`config.mk`:
```
export PLATFORM = sky130hd
export DESIGN_NAME = indexed_byte_sequence_store_top
export DESIGN_NICKNAME = d
export VERILOG_FILES = /design/src/hdl/ibss_pkg.sv /design/src/hdl/indexed_byte_sequence_store_top.sv /design/src/hdl/ibss_check.sv
export SDC_FILE = /design/constraint.sdc
export NUM_CORES = 1
export LEC_CHECK = 0
export BUFFER_PORTS_ARGS = -buffer_cell sky130_fd_sc_hd__buf_4
export CELL_PAD_IN_SITES_DETAIL_PLACEMENT = 1
export CELL_PAD_IN_SITES_GLOBAL_PLACEMENT = 2
export CORE_MARGIN = 3
export CORE_UTILIZATION = 45
export DETAILED_ROUTE_END_ITERATION = 16
export GPL_ROUTABILITY_DRIVEN = 0
export PLACE_DENSITY = 0.88
export SYNTH_ARGS = -nofsm -noshare
export SYNTH_HDL_FRONTEND = slang
export SYNTH_HIERARCHICAL = 1
export SYNTH_SLANG_ARGS = --single-unit
```
`constraint.sdc`:
```
create_clock -name clk -period 5.72 [get_ports clk]
set_input_delay 0 -clock clk [delete_from_list [all_inputs] [get_ports clk]]
set_output_delay 0 -clock clk [all_outputs]
set_load 0.03 [all_outputs]
```
`src/hdl/ibss_pkg.sv`:
```
// ibss_pkg: shared types and codes for the indexed byte sequence store.
// Used by ibss_check and indexed_byte_sequence_store_top; no dependencies.
package ibss_pkg;

  // Field widths fixed by the interface
  localparam int unsigned KIND_W = 3;
  localparam int unsigned POS_W  = 6;
  localparam int unsigned BYTE_W = 8;
  localparam int unsigned CNT_W  = 6;
  localparam int unsigned STAT_W = 2;

  // Operation codes carried on in_kind
  localparam logic [KIND_W-1:0] KIND_APPEND       = 3'd0;
  localparam logic [KIND_W-1:0] KIND_INSERT       = 3'd1;
  localparam logic [KIND_W-1:0] KIND_REMOVE_AT    = 3'd2;
  localparam logic [KIND_W-1:0] KIND_REMOVE_FIRST = 3'd3;
  localparam logic [KIND_W-1:0] KIND_REMOVE_LAST  = 3'd4;
  localparam logic [KIND_W-1:0] KIND_DUMP         = 3'd5;

  // Status codes carried on out_status
  localparam logic [STAT_W-1:0] ST_DONE  = 2'd0;
  localparam logic [STAT_W-1:0] ST_RANGE = 2'd1;
  localparam logic [STAT_W-1:0] ST_FULL  = 2'd2;

  // Work the sequencer has to do for an accepted command
  typedef enum logic [2:0] {
    OP_NONE,      // status-only result, store unchanged
    OP_APPEND,    // single write at the tail
    OP_INSERT,    // shift up from the tail, then write
    OP_REMOVE,    // shift down from the index
    OP_DROP_LAST, // count decrement only
    OP_DUMP       // read out every element
  } op_t;

  // Decoded command from the checker to the sequencer
  typedef struct packed {
    op_t               op;
    logic [STAT_W-1:0] status;
    logic [CNT_W-1:0]  start_idx;
  } chk_t;

endpackage

```
`src/hdl/indexed_byte_sequence_store_top.sv`:
```
// Indexed byte sequence store: ordered list of up to CAPACITY bytes held in a
// one-write, one-read memory with a fill count, walked by a small sequencer.
// A command is taken when start is high and busy is low; every result beat
// appears for exactly one cycle with out_strobe high and cannot be stalled.
// Append, remove-last and every rejected command give their beat the cycle
// after acceptance and leave busy low, so one such command per cycle is taken.
// Insert at index p moves the elements from the tail down to p up one slot, and a
// remove at index p moves the elements above p down one slot (remove first is p = 0):
// each moved element costs one read and one write on the memory port.
// Dump reads each element and gives its beat before reading the next one.
// Depends on ibss_pkg and ibss_check.
module indexed_byte_sequence_store_top #(
  parameter int unsigned CAPACITY = 32
) (
  input  logic                         clk,
  input  logic                         rst_n,
  input  logic                         start,
  output logic                         busy,
  input  logic [ibss_pkg::KIND_W-1:0]  in_kind,
  input  logic [ibss_pkg::POS_W-1:0]   in_position,
  input  logic [ibss_pkg::BYTE_W-1:0]  in_byte_in,
  output logic                         out_strobe,
  output logic [ibss_pkg::STAT_W-1:0]  out_status,
  output logic [ibss_pkg::CNT_W-1:0]   out_fill_count,
  output logic [ibss_pkg::BYTE_W-1:0]  out_byte_out,
  output logic                         out_byte_valid,
  output logic                         out_last
);

  localparam int unsigned AW = (CAPACITY > 1) ? $clog2(CAPACITY) : 1;

  typedef enum logic [2:0] {
    S_IDLE,
    S_INS_RD,
    S_INS_WR,
    S_REM_RD,
    S_REM_WR,
    S_DMP_RD,
    S_DMP_OUT
  } state_t;

  state_t                      state_r;
  logic [ibss_pkg::CNT_W-1:0]  count_r;
  logic [ibss_pkg::CNT_W-1:0]  idx_r;
  logic [ibss_pkg::POS_W-1:0]  pos_r;
  logic [ibss_pkg::BYTE_W-1:0] byte_r;
  logic [ibss_pkg::BYTE_W-1:0] rdata_r;

  logic                        strobe_r;
  logic [ibss_pkg::STAT_W-1:0] status_r;
  logic [ibss_pkg::CNT_W-1:0]  fill_r;
  logic [ibss_pkg::BYTE_W-1:0] bout_r;
  logic                        bvalid_r;
  logic                        last_r;

  logic [ibss_pkg::BYTE_W-1:0] mem [CAPACITY];

  ibss_pkg::chk_t              chk;
  logic                        accept;
  logic [ibss_pkg::CNT_W-1:0]  idx_inc;
  logic [ibss_pkg::CNT_W-1:0]  idx_dec;
  logic                        ins_put;
  logic                        rem_end;

  logic                        mem_we;
  logic [AW-1:0]               mem_wa;
  logic [ibss_pkg::BYTE_W-1:0] mem_wd;
  logic                        mem_re;
  logic [AW-1:0]               mem_ra;

  // Command checks
  ibss_check #(
    .CAPACITY (CAPACITY)
  ) u_check (
    .kind     (in_kind),
    .position (in_position),
    .count    (count_r),
    .chk      (chk)
  );

  assign busy    = (state_r != S_IDLE);
  assign accept  = start && !busy;

  // Shared index step and compares
  assign idx_inc = idx_r + ibss_pkg::CNT_W'(1);
  assign idx_dec = idx_r - ibss_pkg::CNT_W'(1);
  assign ins_put = (idx_r == ibss_pkg::CNT_W'(pos_r));
  assign rem_end = (idx_inc >= count_r);

  // Memory port steering
  always_comb begin
    mem_we = 1'b0;
    mem_wa = idx_r[AW-1:0];
    mem_wd = rdata_r;
    mem_re = 1'b0;
    mem_ra = idx_r[AW-1:0];
    case (state_r)
      S_IDLE: begin
        if (accept && chk.op == ibss_pkg::OP_APPEND) begin
          mem_we = 1'b1;
          mem_wa = count_r[AW-1:0];
          mem_wd = in_byte_in;
        end
      end
      S_INS_RD: begin
        if (ins_put) begin
          mem_we = 1'b1;
          mem_wd = byte_r;
        end else begin
          mem_re = 1'b1;
          mem_ra = idx_dec[AW-1:0];
        end
      end
      S_INS_WR: begin
        mem_we = 1'b1;
      end
      S_REM_RD: begin
        if (!rem_end) begin
          mem_re = 1'b1;
          mem_ra = idx_inc[AW-1:0];
        end
      end
      S_REM_WR: begin
        mem_we = 1'b1;
      end
      S_DMP_RD: begin
        mem_re = 1'b1;
      end
      default: begin
      end
    endcase
  end

  // Element memory, registered read
  always_ff @(posedge clk) begin
    if (mem_we) begin
      mem[mem_wa] <= mem_wd;
    end
    if (mem_re) begin
      rdata_r <= mem[mem_ra];
    end
  end

  // Sequencer and result register
  always_ff @(posedge clk) begin
    if (!rst_n) begin
      state_r  <= S_IDLE;
      count_r  <= '0;
      strobe_r <= 1'b0;
    end else begin
      strobe_r <= 1'b0;
      case (state_r)
        S_IDLE: begin
          if (accept) begin
            idx_r  <= chk.start_idx;
            pos_r  <= in_position;
            byte_r <= in_byte_in;
            case (chk.op)
              ibss_pkg::OP_NONE: begin
                strobe_r <= 1'b1;
                status_r <= chk.status;
                fill_r   <= count_r;
                bout_r   <= '0;
                bvalid_r <= 1'b0;
                last_r   <= 1'b1;
              end
              ibss_pkg::OP_APPEND: begin
                count_r  <= count_r + ibss_pkg::CNT_W'(1);
                strobe_r <= 1'b1;
                status_r <= ibss_pkg::ST_DONE;
                fill_r   <= count_r + ibss_pkg::CNT_W'(1);
                bout_r   <= '0;
                bvalid_r <= 1'b0;
                last_r   <= 1'b1;
              end
              ibss_pkg::OP_DROP_LAST: begin
                count_r  <= count_r - ibss_pkg::CNT_W'(1);
                strobe_r <= 1'b1;
                status_r <= ibss_pkg::ST_DONE;
                fill_r   <= count_r - ibss_pkg::CNT_W'(1);
                bout_r   <= '0;
                bvalid_r <= 1'b0;
                last_r   <= 1'b1;
              end
              ibss_pkg::OP_INSERT: state_r <= S_INS_RD;
              ibss_pkg::OP_REMOVE: state_r <= S_REM_RD;
              ibss_pkg::OP_DUMP:   state_r <= S_DMP_RD;
              default: begin
              end
            endcase
          end
        end
        // insert: move elements up one slot from the tail down to the index
        S_INS_RD: begin
          if (ins_put) begin
            count_r  <= count_r + ibss_pkg::CNT_W'(1);
            strobe_r <= 1'b1;
            status_r <= ibss_pkg::ST_DONE;
            fill_r   <= count_r + ibss_pkg::CNT_W'(1);
            bout_r   <= '0;
            bvalid_r <= 1'b0;
            last_r   <= 1'b1;
            state_r  <= S_IDLE;
          end else begin
            state_r <= S_INS_WR;
          end
        end
        S_INS_WR: begin
          idx_r   <= idx_dec;
          state_r <= S_INS_RD;
        end
        // remove: move elements down one slot from the index to the tail
        S_REM_RD: begin
          if (rem_end) begin
            count_r  <= count_r - ibss_pkg::CNT_W'(1);
            strobe_r <= 1'b1;
            status_r <= ibss_pkg::ST_DONE;
            fill_r   <= count_r - ibss_pkg::CNT_W'(1);
            bout_r   <= '0;
            bvalid_r <= 1'b0;
            last_r   <= 1'b1;
            state_r  <= S_IDLE;
          end else begin
            state_r <= S_REM_WR;
          end
        end
        S_REM_WR: begin
          idx_r   <= idx_inc;
          state_r <= S_REM_RD;
        end
        // dump: one read, one beat per element
        S_DMP_RD: begin
          state_r <= S_DMP_OUT;
        end
        S_DMP_OUT: begin
          strobe_r <= 1'b1;
          status_r <= ibss_pkg::ST_DONE;
          fill_r   <= count_r;
          bout_r   <= rdata_r;
          bvalid_r <= 1'b1;
          last_r   <= rem_end;
          idx_r    <= idx_inc;
          state_r  <= rem_end ? S_IDLE : S_DMP_RD;
        end
        default: begin
          state_r <= S_IDLE;
        end
      endcase
    end
  end

  assign out_strobe     = strobe_r;
  assign out_status     = status_r;
  assign out_fill_count = fill_r;
  assign out_byte_out   = bout_r;
  assign out_byte_valid = bvalid_r;
  assign out_last       = last_r;

endmodule

```
`src/hdl/ibss_check.sv`:
```
// ibss_check: range, empty and full checks on an incoming command.
// Depends on ibss_pkg for codes and the chk_t result struct.
module ibss_check #(
  parameter int unsigned CAPACITY = 32
) (
  input  logic [ibss_pkg::KIND_W-1:0] kind,
  input  logic [ibss_pkg::POS_W-1:0]  position,
  input  logic [ibss_pkg::CNT_W-1:0]  count,
  output ibss_pkg::chk_t              chk
);

  logic is_full;
  logic is_empty;

  assign is_full  = (count >= ibss_pkg::CNT_W'(CAPACITY));
  assign is_empty = (count == '0);

  // Decode kind against the current fill count
  always_comb begin
    chk.op        = ibss_pkg::OP_NONE;
    chk.status    = ibss_pkg::ST_DONE;
    chk.start_idx = '0;
    case (kind)
      ibss_pkg::KIND_APPEND: begin
        if (is_full) begin
          chk.status = ibss_pkg::ST_FULL;
        end else begin
          chk.op = ibss_pkg::OP_APPEND;
        end
      end
      ibss_pkg::KIND_INSERT: begin
        // range check wins over full check
        if (ibss_pkg::CNT_W'(position) > count) begin
          chk.status = ibss_pkg::ST_RANGE;
        end else if (is_full) begin
          chk.status = ibss_pkg::ST_FULL;
        end else begin
          chk.op        = ibss_pkg::OP_INSERT;
          chk.start_idx = count;
        end
      end
      ibss_pkg::KIND_REMOVE_AT: begin
        if (ibss_pkg::CNT_W'(position) >= count) begin
          chk.status = ibss_pkg::ST_RANGE;
        end else begin
          chk.op        = ibss_pkg::OP_REMOVE;
          chk.start_idx = ibss_pkg::CNT_W'(position);
        end
      end
      ibss_pkg::KIND_REMOVE_FIRST: begin
        if (is_empty) begin
          chk.status = ibss_pkg::ST_RANGE;
        end else begin
          chk.op = ibss_pkg::OP_REMOVE;
        end
      end
      ibss_pkg::KIND_REMOVE_LAST: begin
        if (is_empty) begin
          chk.status = ibss_pkg::ST_RANGE;
        end else begin
          chk.op = ibss_pkg::OP_DROP_LAST;
        end
      end
      ibss_pkg::KIND_DUMP: begin
        // empty dump gives one plain done beat
        if (!is_empty) begin
          chk.op = ibss_pkg::OP_DUMP;
        end
      end
      default: begin
        chk.status = ibss_pkg::ST_RANGE;
      end
    endcase
  end

endmodule

```
==> impl_metrics.json, run 1 <==
{
  "drtIter0Drc": 907,
  "syn_to_final_growth_pct": 15.0,
  "postSynthCellCount": 964,
  "fmax_mhz": 199,
  "vias": 9017,
  "setup_tns_ps": 0,
  "power.density_mw_per_mm2": 338,
  "cp_slowest_cell": "mux2i_1",
  "clock_latency_ps": 520,
  "hold_path_class": "input pin to flip-flop",
  "die_w_um": 183,
  "ctsResizeCount": 0,
  "hold_ws_ps": 25.6,
  "synth_top_area_share_pct": 64.2,
  "worstHoldPathCells": 3,
  "slowest_delay_ps": 880,
  "grt.total_usage_pct": 23.5,
  "cts_tree": "done",
  "postRouteAntennaNets": 0,
  "postPlaceCellArea_mm2": 0.0150,
  "antenna_found_initial": 0,
  "final_cells": 1469,
  "final_max_slew_viol_count": 0,
  "dpl_worst_slack_ps": 818,
  "post_drt_wl_per_cell_um": 26.9,
  "yosysTopAreaCell": "edfxtp_1",
  "worst_slack_ps": 697,
  "crit_start": "count_r[5]",
  "reg2reg_depth": 13,
  "end_kind": "flip-flop",
  "avgSynthCellArea_um2": 14.7,
  "clkTransAtPathRegs_ps": 60,
  "row_count": 64,
  "n_antenna_cell": 0,
  "grt_max_degree": 33,
  "power.leakage_nw": 5.73,
  "synth-main-ff-cell": "edfxtp_1",
  "first_pass_iters": 7,
  "finalHoldViolCount": 0,
  "synth_seq_area_share_pct": 65.6,
  "synth_cell_type_count": 75,
  "finalInstanceArea_mm2": 0.0162,
  "rsz0062_at_grt": "false",
  "root_buffer": "clkbuf_16",
  "final_nets": 1087,
  "syn-num-nets": 1000,
  "r2r_start": "count_r[5]",
  "ys_warn_count": 6,
  "placed_cells": 1395,
  "synthTopCellsByArea": "edfxtp_1, mux2i_1, a221oi_1",
  "path_cells": "inv_1 > ha_1 > a21oi_1 > o21ai_0 > o21bai_1 > nor3_2 > or3_1 > nor3b_1 > buf_4 > nand3_1 > mux2i_1 > nand2_1 > nor2_1",
  "path_class": "flip-flop to flip-flop",
  "htree_num_levels": 2,
  "fin_crit_ps": 5020,
  "utilization_pct": 52.8,
  "setup_viol": 0,
  "wirelength_um": 39500,
  "grt_pass1_vias": 9274,
  "hpwl_um": 26800,
  "yosys.cell_count.top_type": "edfxtp_1",
  "cts_buffers": 34,
  "synthTopCellsByCount": "edfxtp_1, mux2i_1, nor2_1",
  "finClkSkew_ps": 20.8,
  "synth_area_mm2": 0.0141,
  "crit_required_ps": 5870,
  "die-area_mm2": 0.0336,
  "grt_first_pass_wirelength_um": 59400,
  "status": "complete, no violations",
  "clock-sinks": 312,
  "core_mm2": 0.0307,
  "power_mw": 5.49,
  "port_buffers": 39,
  "finalCritPeriodShare_pct": 87.8,
  "drc": 0,
  "async_reset_ff_share_pct": 0,
  "drive_gt1_share_pct": 16.9,
  "start_kind": "flip-flop",
  "maxCapViolations": 0,
  "post_drt_via_cell_ratio": 6.14,
  "dieHeight_um": 183,
  "cts_buffer_depth": 3,
  "grt_overflow": 0,
  "synth-edff-count": 302,
  "tightest_slew_ps": 1090,
  "io_pins": 40,
  "crit_fanout": 13,
  "cp.arrival_ps": 5170,
  "ys_ff_latch": 312,
  "slew_headroom_pct": 27.2,
  "min-delay-start": "in_kind[2]",
  "vdd_drop_max_v": 0.000183,
  "start_util_pct": 45.9
}
==> kinds of logic after synthesis <==
kind of cell | synth area share (%)
AOI/OAI and AO/OA | 9.00
xor gates and xnor gates | 2.29
adders and majority gates | 1.42
buffers and inverters | 3.25
DFF | 65.6
muxes | 10.8
and+or+nand+nor | 7.64
==> what timing repair did <==
action | CTS | global route
hold endpoints to repair | 29 | 0
buffers inserted | 0 | 0
hold buffers | 16 | 0
==> cell usage in the layout (no fill, tap or decap), types with 10 or more instances in the layout <==
cell           instances
xnor2_1               18
dlygate4sd3_1         16
nand2b_1              14
a21oi_1               24
nand2_1               50
inv_1                 31
nor3_1                18
o21ai_0               12
and3_1                12
edfxtp_1             302
a32oi_1               15
dfxtp_1               10
mux2i_1              139
ha_1                  16
a22oi_1               11
buf_4                 86
nand3_1               18
clkbuf_16             34
nor2_1                61
a221oi_1              32
==> cell type report <==
type	instances	area, um2
Sequential cell	312	9270
Multi-Input combinational cell	566	4420
Clock inverter	20	229
Clock buffer	38	866
Tap cell	396	495
Timing Repair Buffer	104	846
Inverter	33	124
Fill cell	2995	14500
==> report_power, final <==
group          switching [mW]  internal (mW)
registers              0.0218           2.58
logic                   0.459          0.248
clock network           0.902           1.28
total                    1.38           4.11
==> flip-flops by register name, summed over array words and instances (netlist names) <==
name,flops
out_strobe,1
mem,256
out_last,1
idx_r,6
byte_r,8
rdata_r,8
count_r,6
out_fill_count,6
out_byte_out,8
pos_r,6
state_r,3
out_status,2
out_byte_valid,1
==> routing by layer <==
metal / share of wire (%) / track usage [%] / vias up / wire, um
li1: - / - / 3956 / -
met1: 41 / 31.3 / 4624 / 16300
met2: 49 / 39.8 / 341 / 19400
met3: 5.9 / 3.53 / 96 / 2350
met4: 3.6 / 7.98 / 0 / 1420
met5: 0 / 0 / - / 0
==> critical path: cells and delay by family (launching register included) <==
kind | cells | cell delay (ps)
muxes | 1 | 880
and+or+nand+nor | 6 | 2180
AOI/OAI and AO/OA | 3 | 520
buffers and inverters | 2 | 280
DFF | 1 | 470
adders and majority gates | 1 | 320
==> path summary, 6_finish.rpt <==
path                   endpoint  slack, ps
hold reg to reg      count_r[5]        640
setup / recovery     mem[20][0]        700
setup reg to reg     mem[20][0]        700
hold / removal    out_status[0]         30
Note: power is estimated with default switching activity, not from simulation.
==> run 2, diff against run 1 <==
--- a/config.mk
+++ b/config.mk
@@ -8,11 +8,12 @@
 export BUFFER_PORTS_ARGS = -buffer_cell sky130_fd_sc_hd__buf_4
 export CELL_PAD_IN_SITES_DETAIL_PLACEMENT = 1
 export CELL_PAD_IN_SITES_GLOBAL_PLACEMENT = 2
+export CORE_ASPECT_RATIO = 1.75
 export CORE_MARGIN = 3
-export CORE_UTILIZATION = 45
+export CORE_UTILIZATION = 42
 export DETAILED_ROUTE_END_ITERATION = 16
 export GPL_ROUTABILITY_DRIVEN = 0
-export PLACE_DENSITY = 0.88
+export PLACE_DENSITY = 0.84
 export SYNTH_ARGS = -nofsm -noshare
 export SYNTH_HDL_FRONTEND = slang
 export SYNTH_HIERARCHICAL = 1
==> run 2 against run 1 <==
Net effect: final area decreased by 0.88%; via count shrank 2.0%; non-clock buffer count up 4; global-route usage increased by 0.22 points; combinational power about the same; sequential power about the same; clock power fell by 12%; critical path type unchanged; largest cell class unchanged; largest power group unchanged.
==> impl_metrics.json, run 2 (synthesized netlist as in run 1, its figures left out) <==
{
  "finalHoldViolCount": 0,
  "cts_buffers": 27,
  "dpl_worst_slack_ps": 799,
  "post_drt_via_cell_ratio": 6.00,
  "n_antenna_cell": 0,
  "fmax_mhz": 203,
  "antenna_found_initial": 0,
  "comb_power_share_pct": 13.5,
  "worst_slack_ps": 798,
  "grt_overflow": 0,
  "clkPwrFrac_pct": 36.6,
  "postRouteAntennaNets": 0,
  "setup_tns_ps": 0,
  "clock_latency_ps": 560,
  "wirelength_um": 42300,
  "die-area_mm2": 0.0360,
  "crit_required_ps": 6130,
  "setup_viol": 0,
  "io_pins": 40,
  "postPlaceCellArea_mm2": 0.0150,
  "r2r_setup_slack_ps": 800,
  "vias": 8839,
  "fin_crit_ps": 4920,
  "final_nets": 1084,
  "maxCapViolations": 0,
  "crit_fanout": 34,
  "clock-sinks": 312,
  "die_w_um": 145,
  "hold_path_class": "input pin to flip-flop",
  "layout_common_cells": "edfxtp_1, mux2i_1, buf_4",
  "finClkSkew_ps": 26.7,
  "htree_num_levels": 1,
  "core_mm2": 0.0330,
  "grt_max_degree": 42,
  "clkTransAtPathRegs_ps": 70,
  "switchingPower_mw": 1.32,
  "root_buffer": "clkbuf_16",
  "final_max_slew_viol_count": 0,
  "first_pass_iters": 7,
  "utilization_pct": 48.8,
  "final_common_cell": "edfxtp_1",
  "drc": 0,
  "top_register": "mem",
  "switching_share_pct": 25.3,
  "drive_gt1_share_pct": 16.6,
  "port_buffers": 39,
  "ctsResizeCount": 0,
  "row_count": 88,
  "finalInstanceArea_mm2": 0.0161,
  "end_kind": "flip-flop",
  "syn_to_final_growth_pct": 14.0,
  "drtIter0Drc": 742,
  "post_drt_wl_per_cell_um": 28.7,
  "finalCritPeriodShare_pct": 86.1,
  "cts_tree": "done",
  "cts_buffer_depth": 3,
  "start_kind": "flip-flop",
  "path_class": "flip-flop to flip-flop",
  "grt.total_usage_pct": 23.7,
  "rsz0062_at_grt": "false",
  "hpwl_um": 30000,
  "vdd_drop_max_v": 0.000202,
  "dieHeight_um": 249,
  "cp.arrival_ps": 5330,
  "hold_ws_ps": 43.7,
  "slew_headroom_pct": 10.3,
  "start_util_pct": 42.8,
  "power.leakage_nw": 5.66,
  "grt_pass1_vias": 9583,
  "internal_power_mw": 3.89,
  "seqPwrFrac_pct": 49.9,
  "grt_first_pass_wirelength_um": 62600,
  "largest_reg_flops": 256,
  "power.density_mw_per_mm2": 324,
  "tightest_slew_ps": 1340,
  "status": "complete, no violations"
}
## run 2: cell count changes in the layout (fill, tap and decap cells not counted), sizes merged
cell | previous run | this run
clkinv | 13 | 6
buf | 88 | 92
clkinvlp | 1 | 3
clkbuf | 38 | 36
inv | 35 | 33
## run 2: through the flow
stage	cells	power [mW]
floorplan	964	3.09
global placement	1408	3.33
detailed placement	1408	3.34
CTS	1473	5.24
global route	1473	5.37
finish	1473	5.22
## run 2: worst max-delay path, cell delays in order (launching register included)
cell and delay [ps]:
edfxtp_1 730, nand3_1 270, nor2_1 210, xor2_1 250
ha_1 310, a21oi_1 220, o221a_2 310, mux2i_1 240
o221a_4 550, buf_12 320, mux2i_1 140, a221oi_1 910
o41ai_2 170, nand3_1 110
## run 2: timing repair
action | 4_1_cts | 5_1_grt
endpoints found under the setup margin | 0 | 0
setup buffers | 0 | 0
hold buffers | 16 | 0
endpoints found under the hold margin | 28 | 0
## run 2: power by group through the flow
stage / registers (mW) / logic [mW] / clock network, mW
floorplan: 2.66 / 0.434 / 0
global placement: 2.65 / 0.674 / 0
detailed placement: 2.65 / 0.691 / 0
CTS: 2.60 / 0.706 / 1.93
global route: 2.60 / 0.748 / 2.02
finish: 2.60 / 0.704 / 1.91
## run 2: final cells by class
cell class	instances	area (um2)
Inverter	33	124
Timing Repair Buffer	108	876
Multi-Input combinational cell	566	4420
Clock inverter	13	191
Fill cell	3284	16900
Tap cell	405	507
Clock buffer	36	719
Sequential cell	312	9270
## run 2: worst paths after layout
| check | startpoint | cells after the start | end |
|---|---|---|---|
| worst min register to register | rdata_r[0] | 1 | out_byte_out[0] |
| worst max register to register | idx_r[2] | 13 | rdata_r[3] |
| worst min-delay path | in_kind[2] | 3 | out_status[0] |
| worst max-delay path | idx_r[2] | 13 | rdata_r[3] |
## run 2: per-layer routing
metal  vias up  wire length, um  share of wire (%)  track usage (%)
li1       3925                -                  -                -
met1      4523            13700                 32             24.0
met2       291            24000                 57             45.1
met3       100             1400                3.3             2.00
met4         0             3240                7.7             14.8
met5         -                0                  0                0
